$ cat config.mk
export PLATFORM = sky130hd
export DESIGN_NAME = uart_command_led_blink_controller_top
export DESIGN_NICKNAME = d
export VERILOG_FILES = /design/src/sv/ulbc_pkg.sv /design/src/sv/ulbc_ram.sv /design/src/sv/ulbc_ctrl.sv /design/src/sv/uart_command_led_blink_controller_top.sv
export SDC_FILE = /design/constraint.sdc
export NUM_CORES = 1
export LEC_CHECK = 0
export ABC_AREA = 1
export BUFFER_PORTS_ARGS = -buffer_cell sky130_fd_sc_hd__buf_2
export CELL_PAD_IN_SITES_DETAIL_PLACEMENT = 0
export CELL_PAD_IN_SITES_GLOBAL_PLACEMENT = 1
export CORE_MARGIN = 5
export CORE_UTILIZATION = 45
export CTS_BUF_LIST = sky130_fd_sc_hd__clkbuf_8
export DETAILED_ROUTE_END_ITERATION = 12
export GPL_TIMING_DRIVEN = 0
export PLACE_DENSITY_LB_ADDON = 0.1
export SETUP_SLACK_MARGIN = 0.2
export SLEW_MARGIN = 20
export SYNTH_ARGS = -nofsm -noshare
export SYNTH_HDL_FRONTEND = slang
export SYNTH_HIERARCHICAL = 1
export SYNTH_SLANG_ARGS = --single-unit
$ cat constraint.sdc
create_clock -name clock -period 9.5 [get_ports clock]
set_input_delay 0 -clock clock [delete_from_list [all_inputs] [get_ports clock]]
set_output_delay 0 -clock clock [all_outputs]
set_load 0.005 [all_outputs]
$ cat src/sv/ulbc_pkg.sv
// ============================================================================
// ulbc_pkg
// Shared types, character codes and mask tables for the LED blink controller.
// ============================================================================
package ulbc_pkg;

   localparam int LED_NUM_DEFAULT   = 8;
   localparam int CMD_BYTES_DEFAULT = 32;
   localparam int PATTERN_LEN       = 16;
   localparam int PHASE_W           = $clog2(PATTERN_LEN);
   localparam int MASK_W            = PATTERN_LEN;
   localparam int LEVEL_W           = 8;

   localparam logic [7:0] CH_CR    = 8'h0D;
   localparam logic [7:0] CH_NUL   = 8'h00;
   localparam logic [7:0] CH_UPZ   = 8'h5A;
   localparam logic [7:0] CH_LOWZ  = 8'h7A;
   localparam logic [7:0] CH_SPACE = 8'h20;
   localparam logic [7:0] CH_ERR   = 8'h45;
   localparam logic [7:0] CH_0     = 8'h30;
   localparam logic [7:0] CH_1     = 8'h31;
   localparam logic [7:0] CH_2     = 8'h32;
   localparam logic [7:0] CH_3     = 8'h33;
   localparam logic [7:0] CH_4     = 8'h34;
   localparam logic [7:0] CH_5     = 8'h35;

   localparam logic [MASK_W-1:0] MASK_OFF  = 16'h0000;
   localparam logic [MASK_W-1:0] MASK_ON   = 16'hFFFF;
   localparam logic [MASK_W-1:0] MASK_SLOW = 16'hFF00;
   localparam logic [MASK_W-1:0] MASK_MID  = 16'hF0F0;
   localparam logic [MASK_W-1:0] MASK_FAST = 16'hCCCC;
   localparam logic [MASK_W-1:0] MASK_MAX  = 16'hAAAA;

   typedef enum logic [1:0] {
      KIND_LEVELS   = 2'd0,
      KIND_REPLY    = 2'd1,
      KIND_OVERFLOW = 2'd2
   } kind_type;

   typedef enum logic [2:0] {
      ST_IDLE,
      ST_BYTE,
      ST_SCAN,
      ST_REP_Z,
      ST_REP_SP,
      ST_REP_LED,
      ST_TICK,
      ST_TICK_OUT
   } state_type;

   typedef struct packed {
      logic              hit;
      logic [MASK_W-1:0] mask;
   } mask_decode_type;

   // Command character to blink mask; hit is low for characters that change nothing.
   function automatic mask_decode_type decode_char(input logic [7:0] c);
      mask_decode_type d;
      d.hit  = 1'b1;
      d.mask = MASK_OFF;
      unique case (c)
         CH_0:    d.mask = MASK_OFF;
         CH_1:    d.mask = MASK_ON;
         CH_2:    d.mask = MASK_SLOW;
         CH_3:    d.mask = MASK_MID;
         CH_4:    d.mask = MASK_FAST;
         CH_5:    d.mask = MASK_MAX;
         default: d.hit = 1'b0;
      endcase
      return d;
   endfunction

   // Blink mask back to its state character.
   function automatic logic [7:0] encode_mask(input logic [MASK_W-1:0] m);
      logic [7:0] c;
      unique case (m)
         MASK_OFF:  c = CH_0;
         MASK_ON:   c = CH_1;
         MASK_SLOW: c = CH_2;
         MASK_MID:  c = CH_3;
         MASK_FAST: c = CH_4;
         MASK_MAX:  c = CH_5;
         default:   c = CH_ERR;
      endcase
      return c;
   endfunction

endpackage

$ cat src/sv/ulbc_ram.sv
// ============================================================================
// ulbc_ram
// Generic single-write, single-read RAM with a registered read port.
// ============================================================================
module ulbc_ram #(
   parameter int WIDTH = 8,
   parameter int DEPTH = 32,
   parameter int AW    = (DEPTH > 1) ? $clog2(DEPTH) : 1
) (
   input  logic             clock,
   input  logic             wr_en,
   input  logic [AW-1:0]    wr_addr,
   input  logic [WIDTH-1:0] wr_data,
   input  logic             rd_en,
   input  logic [AW-1:0]    rd_addr,
   output logic [WIDTH-1:0] rd_data
);

   logic [WIDTH-1:0] mem_ff [DEPTH];
   logic [WIDTH-1:0] rd_data_ff;

   always_ff @(posedge clock) begin
      if (wr_en) begin
         mem_ff[wr_addr] <= wr_data;
      end
      if (rd_en) begin
         rd_data_ff <= mem_ff[rd_addr];
      end
   end

   assign rd_data = rd_data_ff;

endmodule

$ cat src/sv/ulbc_ctrl.sv
// ============================================================================
// ulbc_ctrl
// Sequencer: stores command bytes, scans commands, builds replies and ticks.
// ============================================================================
module ulbc_ctrl #(
   parameter int LED_NUM   = ulbc_pkg::LED_NUM_DEFAULT,
   parameter int CMD_BYTES = ulbc_pkg::CMD_BYTES_DEFAULT,
   parameter int CAW       = $clog2(CMD_BYTES),
   parameter int LED_AW    = (LED_NUM > 1) ? $clog2(LED_NUM) : 1
) (
   input  logic                         clock,
   input  logic                         reset,
   input  logic                         req_valid,
   output logic                         req_stall,
   input  logic                         req_func,
   input  logic [7:0]                   req_rx_byte,
   output logic                         rsp_valid,
   input  logic                         rsp_stall,
   output logic [1:0]                   rsp_kind,
   output logic [ulbc_pkg::LEVEL_W-1:0] rsp_led_levels,
   output logic [7:0]                   rsp_tx_byte,
   output logic                         rsp_last,
   output logic                         buf_we,
   output logic [CAW-1:0]               buf_waddr,
   output logic [7:0]                   buf_wdata,
   output logic                         buf_re,
   output logic [CAW-1:0]               buf_raddr,
   input  logic [7:0]                   buf_rdata,
   output logic                         led_we,
   output logic [LED_AW-1:0]            led_waddr,
   output logic [ulbc_pkg::MASK_W-1:0]  led_wdata,
   output logic                         led_re,
   output logic [LED_AW-1:0]            led_raddr,
   input  logic [ulbc_pkg::MASK_W-1:0]  led_rdata
);
   import ulbc_pkg::*;

   localparam int FW    = $clog2(CMD_BYTES + 1);
   localparam int OFF_W = ((CAW > LED_AW) ? CAW : LED_AW) + 1;
   localparam int NL    = (LED_NUM < LEVEL_W) ? LED_NUM : LEVEL_W;

   state_type            state_ff, state_in;
   logic [7:0]           byte_ff, byte_in;
   logic [FW-1:0]        fill_ff, fill_in;
   logic [CAW-1:0]       pos_ff, pos_in;
   logic [LED_AW-1:0]    led_ff, led_in;
   logic [LEVEL_W-1:0]   lv_ff, lv_in;
   logic [PHASE_W-1:0]   phase_ff, phase_in;
   logic [LED_NUM-1:0]   led_valid_ff, led_valid_in;
   logic                 rsp_valid_ff, rsp_valid_in;
   kind_type             rsp_kind_ff, rsp_kind_in;
   logic [LEVEL_W-1:0]   rsp_lv_ff, rsp_lv_in;
   logic [7:0]           rsp_tx_ff, rsp_tx_in;
   logic                 rsp_last_ff, rsp_last_in;

   logic                 slot_free;
   logic                 emit;
   kind_type             emit_kind;
   logic [LEVEL_W-1:0]   emit_lv;
   logic [7:0]           emit_tx;
   logic                 emit_last;
   logic [7:0]           scan_char;
   logic [OFF_W-1:0]     led_off;
   mask_decode_type      dec;
   logic [MASK_W-1:0]    cur_mask;

   assign slot_free = !rsp_valid_ff || !rsp_stall;
   assign req_stall = (state_ff != ST_IDLE);

   // Bytes at or past the fill count read as zero; the buffer memory itself is never cleared.
   assign scan_char = ({1'b0, pos_ff} < (CAW + 1)'(fill_ff)) ? buf_rdata : CH_NUL;
   assign led_off   = OFF_W'(pos_ff) - OFF_W'(2);
   assign dec       = decode_char(scan_char);
   assign cur_mask  = led_valid_ff[led_ff] ? led_rdata : MASK_OFF;

   always_comb begin
      state_in     = state_ff;
      byte_in      = byte_ff;
      fill_in      = fill_ff;
      pos_in       = pos_ff;
      led_in       = led_ff;
      lv_in        = lv_ff;
      phase_in     = phase_ff;
      led_valid_in = led_valid_ff;
      emit         = 1'b0;
      emit_kind    = KIND_LEVELS;
      emit_lv      = '0;
      emit_tx      = '0;
      emit_last    = 1'b0;
      buf_we       = 1'b0;
      buf_waddr    = '0;
      buf_wdata    = byte_ff;
      buf_re       = 1'b0;
      buf_raddr    = '0;
      led_we       = 1'b0;
      led_waddr    = led_off[LED_AW-1:0];
      led_wdata    = dec.mask;
      led_re       = 1'b0;
      led_raddr    = '0;

      unique case (state_ff)
         ST_IDLE: begin
            if (req_valid) begin
               byte_in = req_rx_byte;
               if (req_func) begin
                  led_re   = 1'b1;
                  led_in   = '0;
                  lv_in    = '0;
                  state_in = ST_TICK;
               end else begin
                  state_in = ST_BYTE;
               end
            end
         end

         ST_BYTE: begin
            if (fill_ff == FW'(CMD_BYTES)) begin
               // Full buffer: report, restart the buffer, keep the new byte unless it is a carriage return.
               if (slot_free) begin
                  emit      = 1'b1;
                  emit_kind = KIND_OVERFLOW;
                  emit_last = 1'b1;
                  if (byte_ff != CH_CR) begin
                     buf_we  = 1'b1;
                     fill_in = FW'(1);
                  end else begin
                     fill_in = '0;
                  end
                  state_in = ST_IDLE;
               end
            end else if (byte_ff == CH_CR) begin
               if (fill_ff < FW'(2)) begin
                  fill_in  = '0;
                  state_in = ST_IDLE;
               end else begin
                  buf_re   = 1'b1;
                  pos_in   = '0;
                  state_in = ST_SCAN;
               end
            end else begin
               buf_we    = 1'b1;
               buf_waddr = fill_ff[CAW-1:0];
               fill_in   = fill_ff + FW'(1);
               state_in  = ST_IDLE;
            end
         end

         ST_SCAN: begin
            priority if ((pos_ff == CAW'(0) && scan_char != CH_UPZ) ||
                         (pos_ff == CAW'(1) && scan_char != CH_SPACE)) begin
               fill_in  = '0;
               state_in = ST_IDLE;
            end else if (pos_ff >= CAW'(2) && scan_char == CH_NUL) begin
               fill_in  = '0;
               state_in = ST_REP_Z;
            end else begin
               if (pos_ff >= CAW'(2) && dec.hit && 32'(led_off) < LED_NUM) begin
                  led_we                                = 1'b1;
                  led_valid_in[led_off[LED_AW-1:0]] = 1'b1;
               end
               if (pos_ff == CAW'(CMD_BYTES - 1)) begin
                  fill_in  = '0;
                  state_in = ST_REP_Z;
               end else begin
                  buf_re    = 1'b1;
                  buf_raddr = pos_ff + CAW'(1);
                  pos_in    = pos_ff + CAW'(1);
               end
            end
         end

         ST_REP_Z: begin
            if (slot_free) begin
               emit      = 1'b1;
               emit_kind = KIND_REPLY;
               emit_tx   = CH_LOWZ;
               state_in  = ST_REP_SP;
            end
         end

         ST_REP_SP: begin
            if (slot_free) begin
               emit      = 1'b1;
               emit_kind = KIND_REPLY;
               emit_tx   = CH_SPACE;
               led_re    = 1'b1;
               led_in    = '0;
               state_in  = ST_REP_LED;
            end
         end

         ST_REP_LED: begin
            if (slot_free) begin
               emit      = 1'b1;
               emit_kind = KIND_REPLY;
               emit_tx   = encode_mask(cur_mask);
               if (led_ff == LED_AW'(LED_NUM - 1)) begin
                  emit_last = 1'b1;
                  state_in  = ST_IDLE;
               end else begin
                  led_re    = 1'b1;
                  led_raddr = led_ff + LED_AW'(1);
                  led_in    = led_ff + LED_AW'(1);
               end
            end
         end

         ST_TICK: begin
            lv_in = lv_ff | (LEVEL_W'(cur_mask[phase_ff]) << led_ff);
            if (led_ff == LED_AW'(NL - 1)) begin
               state_in = ST_TICK_OUT;
            end else begin
               led_re    = 1'b1;
               led_raddr = led_ff + LED_AW'(1);
               led_in    = led_ff + LED_AW'(1);
            end
         end

         ST_TICK_OUT: begin
            if (slot_free) begin
               emit      = 1'b1;
               emit_kind = KIND_LEVELS;
               emit_lv   = lv_ff;
               emit_last = 1'b1;
               phase_in  = phase_ff + PHASE_W'(1);
               state_in  = ST_IDLE;
            end
         end

         default: begin
            state_in = ST_IDLE;
         end
      endcase
   end

   always_comb begin
      rsp_valid_in = rsp_valid_ff;
      rsp_kind_in  = rsp_kind_ff;
      rsp_lv_in    = rsp_lv_ff;
      rsp_tx_in    = rsp_tx_ff;
      rsp_last_in  = rsp_last_ff;
      if (emit) begin
         rsp_valid_in = 1'b1;
         rsp_kind_in  = emit_kind;
         rsp_lv_in    = emit_lv;
         rsp_tx_in    = emit_tx;
         rsp_last_in  = emit_last;
      end else if (!rsp_stall) begin
         rsp_valid_in = 1'b0;
      end
   end

   always_ff @(posedge clock) begin
      if (reset) begin
         state_ff     <= ST_IDLE;
         fill_ff      <= '0;
         phase_ff     <= '0;
         led_valid_ff <= '0;
         rsp_valid_ff <= 1'b0;
      end else begin
         state_ff     <= state_in;
         fill_ff      <= fill_in;
         phase_ff     <= phase_in;
         led_valid_ff <= led_valid_in;
         rsp_valid_ff <= rsp_valid_in;
      end
   end

   always_ff @(posedge clock) begin
      byte_ff     <= byte_in;
      pos_ff      <= pos_in;
      led_ff      <= led_in;
      lv_ff       <= lv_in;
      rsp_kind_ff <= rsp_kind_in;
      rsp_lv_ff   <= rsp_lv_in;
      rsp_tx_ff   <= rsp_tx_in;
      rsp_last_ff <= rsp_last_in;
   end

   assign rsp_valid      = rsp_valid_ff;
   assign rsp_kind       = rsp_kind_ff;
   assign rsp_led_levels = rsp_lv_ff;
   assign rsp_tx_byte    = rsp_tx_ff;
   assign rsp_last       = rsp_last_ff;

endmodule

$ cat src/sv/uart_command_led_blink_controller_top.sv
// ============================================================================
// uart_command_led_blink_controller_top
// Gathers received UART bytes into commands, sets per-LED blink masks from
// "Z " commands with a reply of 2 + LED_NUM bytes, and emits LED levels on blink ticks.
// ============================================================================
//
//   channel  direction  handshake           payload
//   req      in         req_valid/req_stall req_func, req_rx_byte
//   rsp      out        rsp_valid/rsp_stall rsp_kind, rsp_led_levels,
//                                           rsp_tx_byte, rsp_last
//
// One transaction is handled at a time. A tick reads the LED mask memory once
// for each of the first min(LED_NUM, 8) LEDs. A carriage return walks the
// command buffer memory one byte a cycle (at most CMD_BYTES bytes) and, for
// a "Z " command, sends 2 + LED_NUM reply bytes, one per cycle unless rsp
// stalls. Reset is synchronous and clears the controller, fill count, phase,
// and mask valid bits; no clearing pass is needed. A stalled rsp only holds
// the sequencer when it has a further result to place in the output register.
// ============================================================================
module uart_command_led_blink_controller_top #(
   parameter int LED_NUM   = ulbc_pkg::LED_NUM_DEFAULT,
   parameter int CMD_BYTES = ulbc_pkg::CMD_BYTES_DEFAULT
) (
   input  logic                         clock,
   input  logic                         reset,
   input  logic                         req_valid,
   output logic                         req_stall,
   input  logic                         req_func,
   input  logic [7:0]                   req_rx_byte,
   output logic                         rsp_valid,
   input  logic                         rsp_stall,
   output logic [1:0]                   rsp_kind,
   output logic [ulbc_pkg::LEVEL_W-1:0] rsp_led_levels,
   output logic [7:0]                   rsp_tx_byte,
   output logic                         rsp_last
);
   import ulbc_pkg::*;

   // Address widths of the two memories.
   localparam int CAW    = $clog2(CMD_BYTES);
   localparam int LED_AW = (LED_NUM > 1) ? $clog2(LED_NUM) : 1;

   // Command buffer memory port.
   logic              buf_we;
   logic [CAW-1:0]    buf_waddr;
   logic [7:0]        buf_wdata;
   logic              buf_re;
   logic [CAW-1:0]    buf_raddr;
   logic [7:0]        buf_rdata;

   // LED mask memory port. Entries never written read as off through the
   // valid bits held in the sequencer.
   logic              led_we;
   logic [LED_AW-1:0] led_waddr;
   logic [MASK_W-1:0] led_wdata;
   logic              led_re;
   logic [LED_AW-1:0] led_raddr;
   logic [MASK_W-1:0] led_rdata;

   ulbc_ram #(
      .WIDTH (8),
      .DEPTH (CMD_BYTES),
      .AW    (CAW)
   ) u_cmd_ram (
      .clock   (clock),
      .wr_en   (buf_we),
      .wr_addr (buf_waddr),
      .wr_data (buf_wdata),
      .rd_en   (buf_re),
      .rd_addr (buf_raddr),
      .rd_data (buf_rdata)
   );

   ulbc_ram #(
      .WIDTH (MASK_W),
      .DEPTH (LED_NUM),
      .AW    (LED_AW)
   ) u_mask_ram (
      .clock   (clock),
      .wr_en   (led_we),
      .wr_addr (led_waddr),
      .wr_data (led_wdata),
      .rd_en   (led_re),
      .rd_addr (led_raddr),
      .rd_data (led_rdata)
   );

   // The sequencer owns the fill count, blink phase and the output register.
   ulbc_ctrl #(
      .LED_NUM   (LED_NUM),
      .CMD_BYTES (CMD_BYTES),
      .CAW       (CAW),
      .LED_AW    (LED_AW)
   ) u_ctrl (
      .clock          (clock),
      .reset          (reset),
      .req_valid      (req_valid),
      .req_stall      (req_stall),
      .req_func       (req_func),
      .req_rx_byte    (req_rx_byte),
      .rsp_valid      (rsp_valid),
      .rsp_stall      (rsp_stall),
      .rsp_kind       (rsp_kind),
      .rsp_led_levels (rsp_led_levels),
      .rsp_tx_byte    (rsp_tx_byte),
      .rsp_last       (rsp_last),
      .buf_we         (buf_we),
      .buf_waddr      (buf_waddr),
      .buf_wdata      (buf_wdata),
      .buf_re         (buf_re),
      .buf_raddr      (buf_raddr),
      .buf_rdata      (buf_rdata),
      .led_we         (led_we),
      .led_waddr      (led_waddr),
      .led_wdata      (led_wdata),
      .led_re         (led_re),
      .led_raddr      (led_raddr),
      .led_rdata      (led_rdata)
   );

`ifndef SYNTHESIS
   // Only one transaction is in work at a time.
   a_one_in_flight: assert property (@(posedge clock) disable iff (reset)
      req_valid && !req_stall |=> req_stall)
      else $error("request accepted while another is in work");

   // LED levels and overflow reports are always the only or final result.
   a_single_last: assert property (@(posedge clock) disable iff (reset)
      rsp_valid && (rsp_kind == KIND_LEVELS || rsp_kind == KIND_OVERFLOW) |-> rsp_last)
      else $error("level or overflow result without last");

   // Unused payload fields stay zero.
   a_clean_payload: assert property (@(posedge clock) disable iff (reset)
      rsp_valid |-> (rsp_kind == KIND_REPLY || rsp_tx_byte == 8'h00) &&
                    (rsp_kind == KIND_LEVELS || rsp_led_levels == '0))
      else $error("payload field set for the wrong kind");
`endif

endmodule

==> flow_metrics.env <==
export IMPL_synthesis_nets=2131
export IMPL_rr_endpoint="u_cmd_ram/rd_data[4]$_DFFE_PP_"
export IMPL_grt_setup_unrepaired="no"
export IMPL_synth_flop_cell="edfxtp_1"
export IMPL_fin_nets=2281
export IMPL_r2r_cells=18
export IMPL_syn_inst=2097
export IMPL_drc=0
export IMPL_numCtsBuffers=82
export IMPL_grt_pass1_vias=14640
export IMPL_ys_top_cells_by_count="nand2_1 (686), edfxtp_1 (450), nand3_1 (308)"
export IMPL_post_route_period_util_pct=41.27
export IMPL_core_um2=46750
export IMPL_yosysUniqueCellTypes=41
export IMPL_grt_overflow=0
export IMPL_cts_setup_buffers=0
export IMPL_syn_to_final_growth_pct=13.34
export IMPL_hold_slack_ns=0.05988
export IMPL_max_slew_margin_pct=34.34
export IMPL_synth_edf_count=450
export IMPL_cts_buffer_depth=3
export IMPL_vias=14830
export IMPL_die_x_um=228.0
export IMPL_cts_resized_gates=0
export IMPL_fin_util_pct=51.83
export IMPL_timing_fmax_ghz=0.2550
export IMPL_finalMaxSlewViolations=0
export IMPL_clk_pin_slew_ns=0.06
export IMPL_setup_viol_count_final=0
export IMPL_tightest_slew_ns=0.9813
export IMPL_postRouteAntennaNets=0
export IMPL_synth_top_family_by_area="simple AND/OR/NAND/NOR gates"
export IMPL_min_from="req_rx_byte[4]"
export IMPL_cts_root_buf="clkbuf_8"
export IMPL_start_util_pct=45.73
export IMPL_total_power_uw=5900
export IMPL_synth_area_um2=21380
export IMPL_ioPinCount=34
export IMPL_grt_max_degree=22
export IMPL_arrival_ns=4.45
export IMPL_worstPathRequired_ns=10.03
export IMPL_synthTopCellsByArea="edfxtp_1 (63%), nand2_1 (12%), nand3_1 (7.2%), inv_1 (4.2%), nor2_1 (2.4%)"
export IMPL_cellLeakagePower_uw=0.01018
export IMPL_synthAdderAreaFrac_pct=1.229
export IMPL_track_usage_pct=21.10
export IMPL_synth_most_common_cell="nand2_1"
export IMPL_syn_avg_cell_area_um2=10.20
export IMPL_ys_ff_latch=472
export IMPL_hold_path_depth=2
export IMPL_fp_dieH_um=228.0
export IMPL_synth_sequential_area_ratio_pct=65.26
export IMPL_yosysTopAreaCell="edfxtp_1"
export IMPL_cts_tree="done"
export IMPL_synthSimpleGateAreaFrac_pct=24.55
export IMPL_initialDrtViolationCount=1044
export IMPL_worstSkewPairLatency_ns=0.67
export IMPL_antenna_found_initial=1
export IMPL_drive_gt1_share_pct=11.53
export IMPL_firstDrtPassIters=7
export IMPL_grt_pass1_wl_mm=84.91
export IMPL_finalClockSkew_ns=0.02918
export IMPL_worst_setup_path_type="reg -> reg"
export IMPL_ctsHtreeMaxLevel=3
export IMPL_gp_congestion=0.8665
export IMPL_wl_per_cell_um=18.91
export IMPL_ir_drop_mv=0.1632
export IMPL_status="finished clean"
export IMPL_viasPerCell=5.084
export IMPL_rows=79
export IMPL_cp_start_kind="register"
export IMPL_worst_setup_path_end_kind="register"
export IMPL_synth_xor_area_share_pct=0.2048
export IMPL_yosys_area_top_type_share_pct=63.20
export IMPL_ff2ff_setup_slack_ns=5.58
export IMPL_hold_buffers=14
export IMPL_timing_rr_start="u_ctrl/pos_ff[3]$_SDFFCE_PN0P_"
export IMPL_routed_wl_mm=55.14
export IMPL_path_max_fanout=10
export IMPL_tns_ns=0
export IMPL_drv_cap=0
export IMPL_synth_compound_area_share_pct=1.369
export IMPL_hpwl_mm=38.33
export IMPL_min_period_ns=3.921
export IMPL_portBuffers=31
export IMPL_synthArstFlopShare_pct=0
export IMPL_muxShareOfSynthArea_pct=0
export IMPL_hold_viol_final=0
export IMPL_fp_dieArea_um2=51970
export IMPL_hold_path_endpoint="u_ctrl/buf_wdata[4]$_DFFE_PP_"
export IMPL_yosys_warnings=6
export IMPL_clkSinkCount=472
export IMPL_p_per_area_nw_per_um2=243.5
export IMPL_hold_class="in -> reg"
[routing by layer]
layer | part of all wire [%] | global-route usage, %
met2 | 50 | 36.73
met3 | 4.7 | 3.801
met5 | 0 | 0
met4 | 3.2 | 7.336
met1 | 42 | 26.75
[critical path, cell delays in order, from the launching register on]
cell and delay, ns:
edfxtp_1 0.51, ha_1 0.34, a21oi_1 0.14, nor2_1 0.06
a21oi_2 0.19, nand2_2 0.10, inv_2 0.11, nand4_1 0.11
nand3_1 0.21, nand4_4 0.24, nor2_1 0.14, clkbuf_1 0.33
buf_1 0.56, nand3_1 0.25, nand2_1 0.20, nand2_1 0.08
nand2_1 0.10, nand2_1 0.07, nand2_1 0.06
[cells in the final DEF, fill, tap and decap left out, drive strengths merged, types with 14 or more instances in the layout]
master,n
buf,126
inv,290
nand3,322
a21oi,31
nor2,144
edfxtp,450
nand2,691
ha,21
clkinv,19
dlygate4sd3,14
nor3,18
clkbuf,93
nand4,21
dfxtp,22
[cells by family (layout without fill, tap and decap cells)]
logic type,Yosys count,in the layout
other cells,1,2
fa+ha+maj,21,21
flops,472,472
xor+xnor,5,5
simple gates,1214,1214
compound gates,50,50
buf+inv,334,545
[worst max-delay path by stage]
stage	from	depth (start not counted)	slack, ns	to
5_1_grt	u_ctrl/pos_ff[3]$_SDFFCE_PN0P_	18	5.19	u_cmd_ram/rd_data[4]$_DFFE_PP_
3_3_place_gp	u_ctrl/pos_ff[3]$_SDFFCE_PN0P_	14	5.02	u_mask_ram/mem_ff[3][11]$_DFFE_PP_
6_report	u_ctrl/pos_ff[3]$_SDFFCE_PN0P_	18	5.58	u_cmd_ram/rd_data[4]$_DFFE_PP_
3_5_place_dp	u_ctrl/pos_ff[3]$_SDFFCE_PN0P_	20	5.58	u_cmd_ram/rd_data[7]$_DFFE_PP_
2_1_floorplan	u_ctrl/pos_ff[3]$_SDFFCE_PN0P_	14	6.31	u_mask_ram/mem_ff[1][0]$_DFFE_PP_
4_1_cts	u_ctrl/pos_ff[3]$_SDFFCE_PN0P_	20	5.57	u_cmd_ram/rd_data[7]$_DFFE_PP_
[sequential cells by signal (all words and copies together), names as in the netlist]
name,count
u_mask_ram/mem_ff,128
u_ctrl/pos_ff,5
u_ctrl/lv_ff,8
u_ctrl/rsp_valid,1
u_ctrl/rsp_last,1
u_ctrl/fill_ff,6
u_mask_ram/rd_data,16
u_ctrl/rsp_tx_byte,7
u_ctrl/led_ff,3
u_ctrl/led_valid_ff,8
u_ctrl/rsp_kind,2
u_ctrl/rsp_led_levels,8
u_cmd_ram/mem_ff,256
u_ctrl/state_ff,3
u_ctrl/buf_wdata,8
u_cmd_ram/rd_data,8
u_ctrl/phase_ff,4
[area by class of cell]
type                            instances  area (um^2)
Tap cell                              607        759.5
Clock buffer                           83         1142
Clock inverter                         62        307.8
Fill cell                            4261        22520
Multi-Input combinational cell       1291         5896
Inverter                              250        938.4
Antenna cell                            1        2.502
Timing Repair Buffer                   66        596.8
Sequential cell                       472        13950
Buffer                                 84        636.9
[metrics by stage]
| stage | cell area [um^2] | worst slack, ns | cells |
|---|---|---|---|
| finish | 24230 | 5.579 | 2916 |
| global route | 24230 | 5.190 | 2916 |
| CTS | 24230 | 5.567 | 2915 |
| detailed placement | 22640 | 5.581 | 2756 |
| global placement | 22300 | 5.024 | 2735 |
| floorplan | 21380 | 6.309 | 2097 |
[power by group]
group | internal (uW) | total, uW | switching (uW) | leakage, uW
sequential | 2510 | 2620 | 108 | 0.00429
clock | 843 | 1660 | 816 | 0.000867
combinational | 501 | 1620 | 1120 | 0.00502
Power figures use the tool's default switching activity.
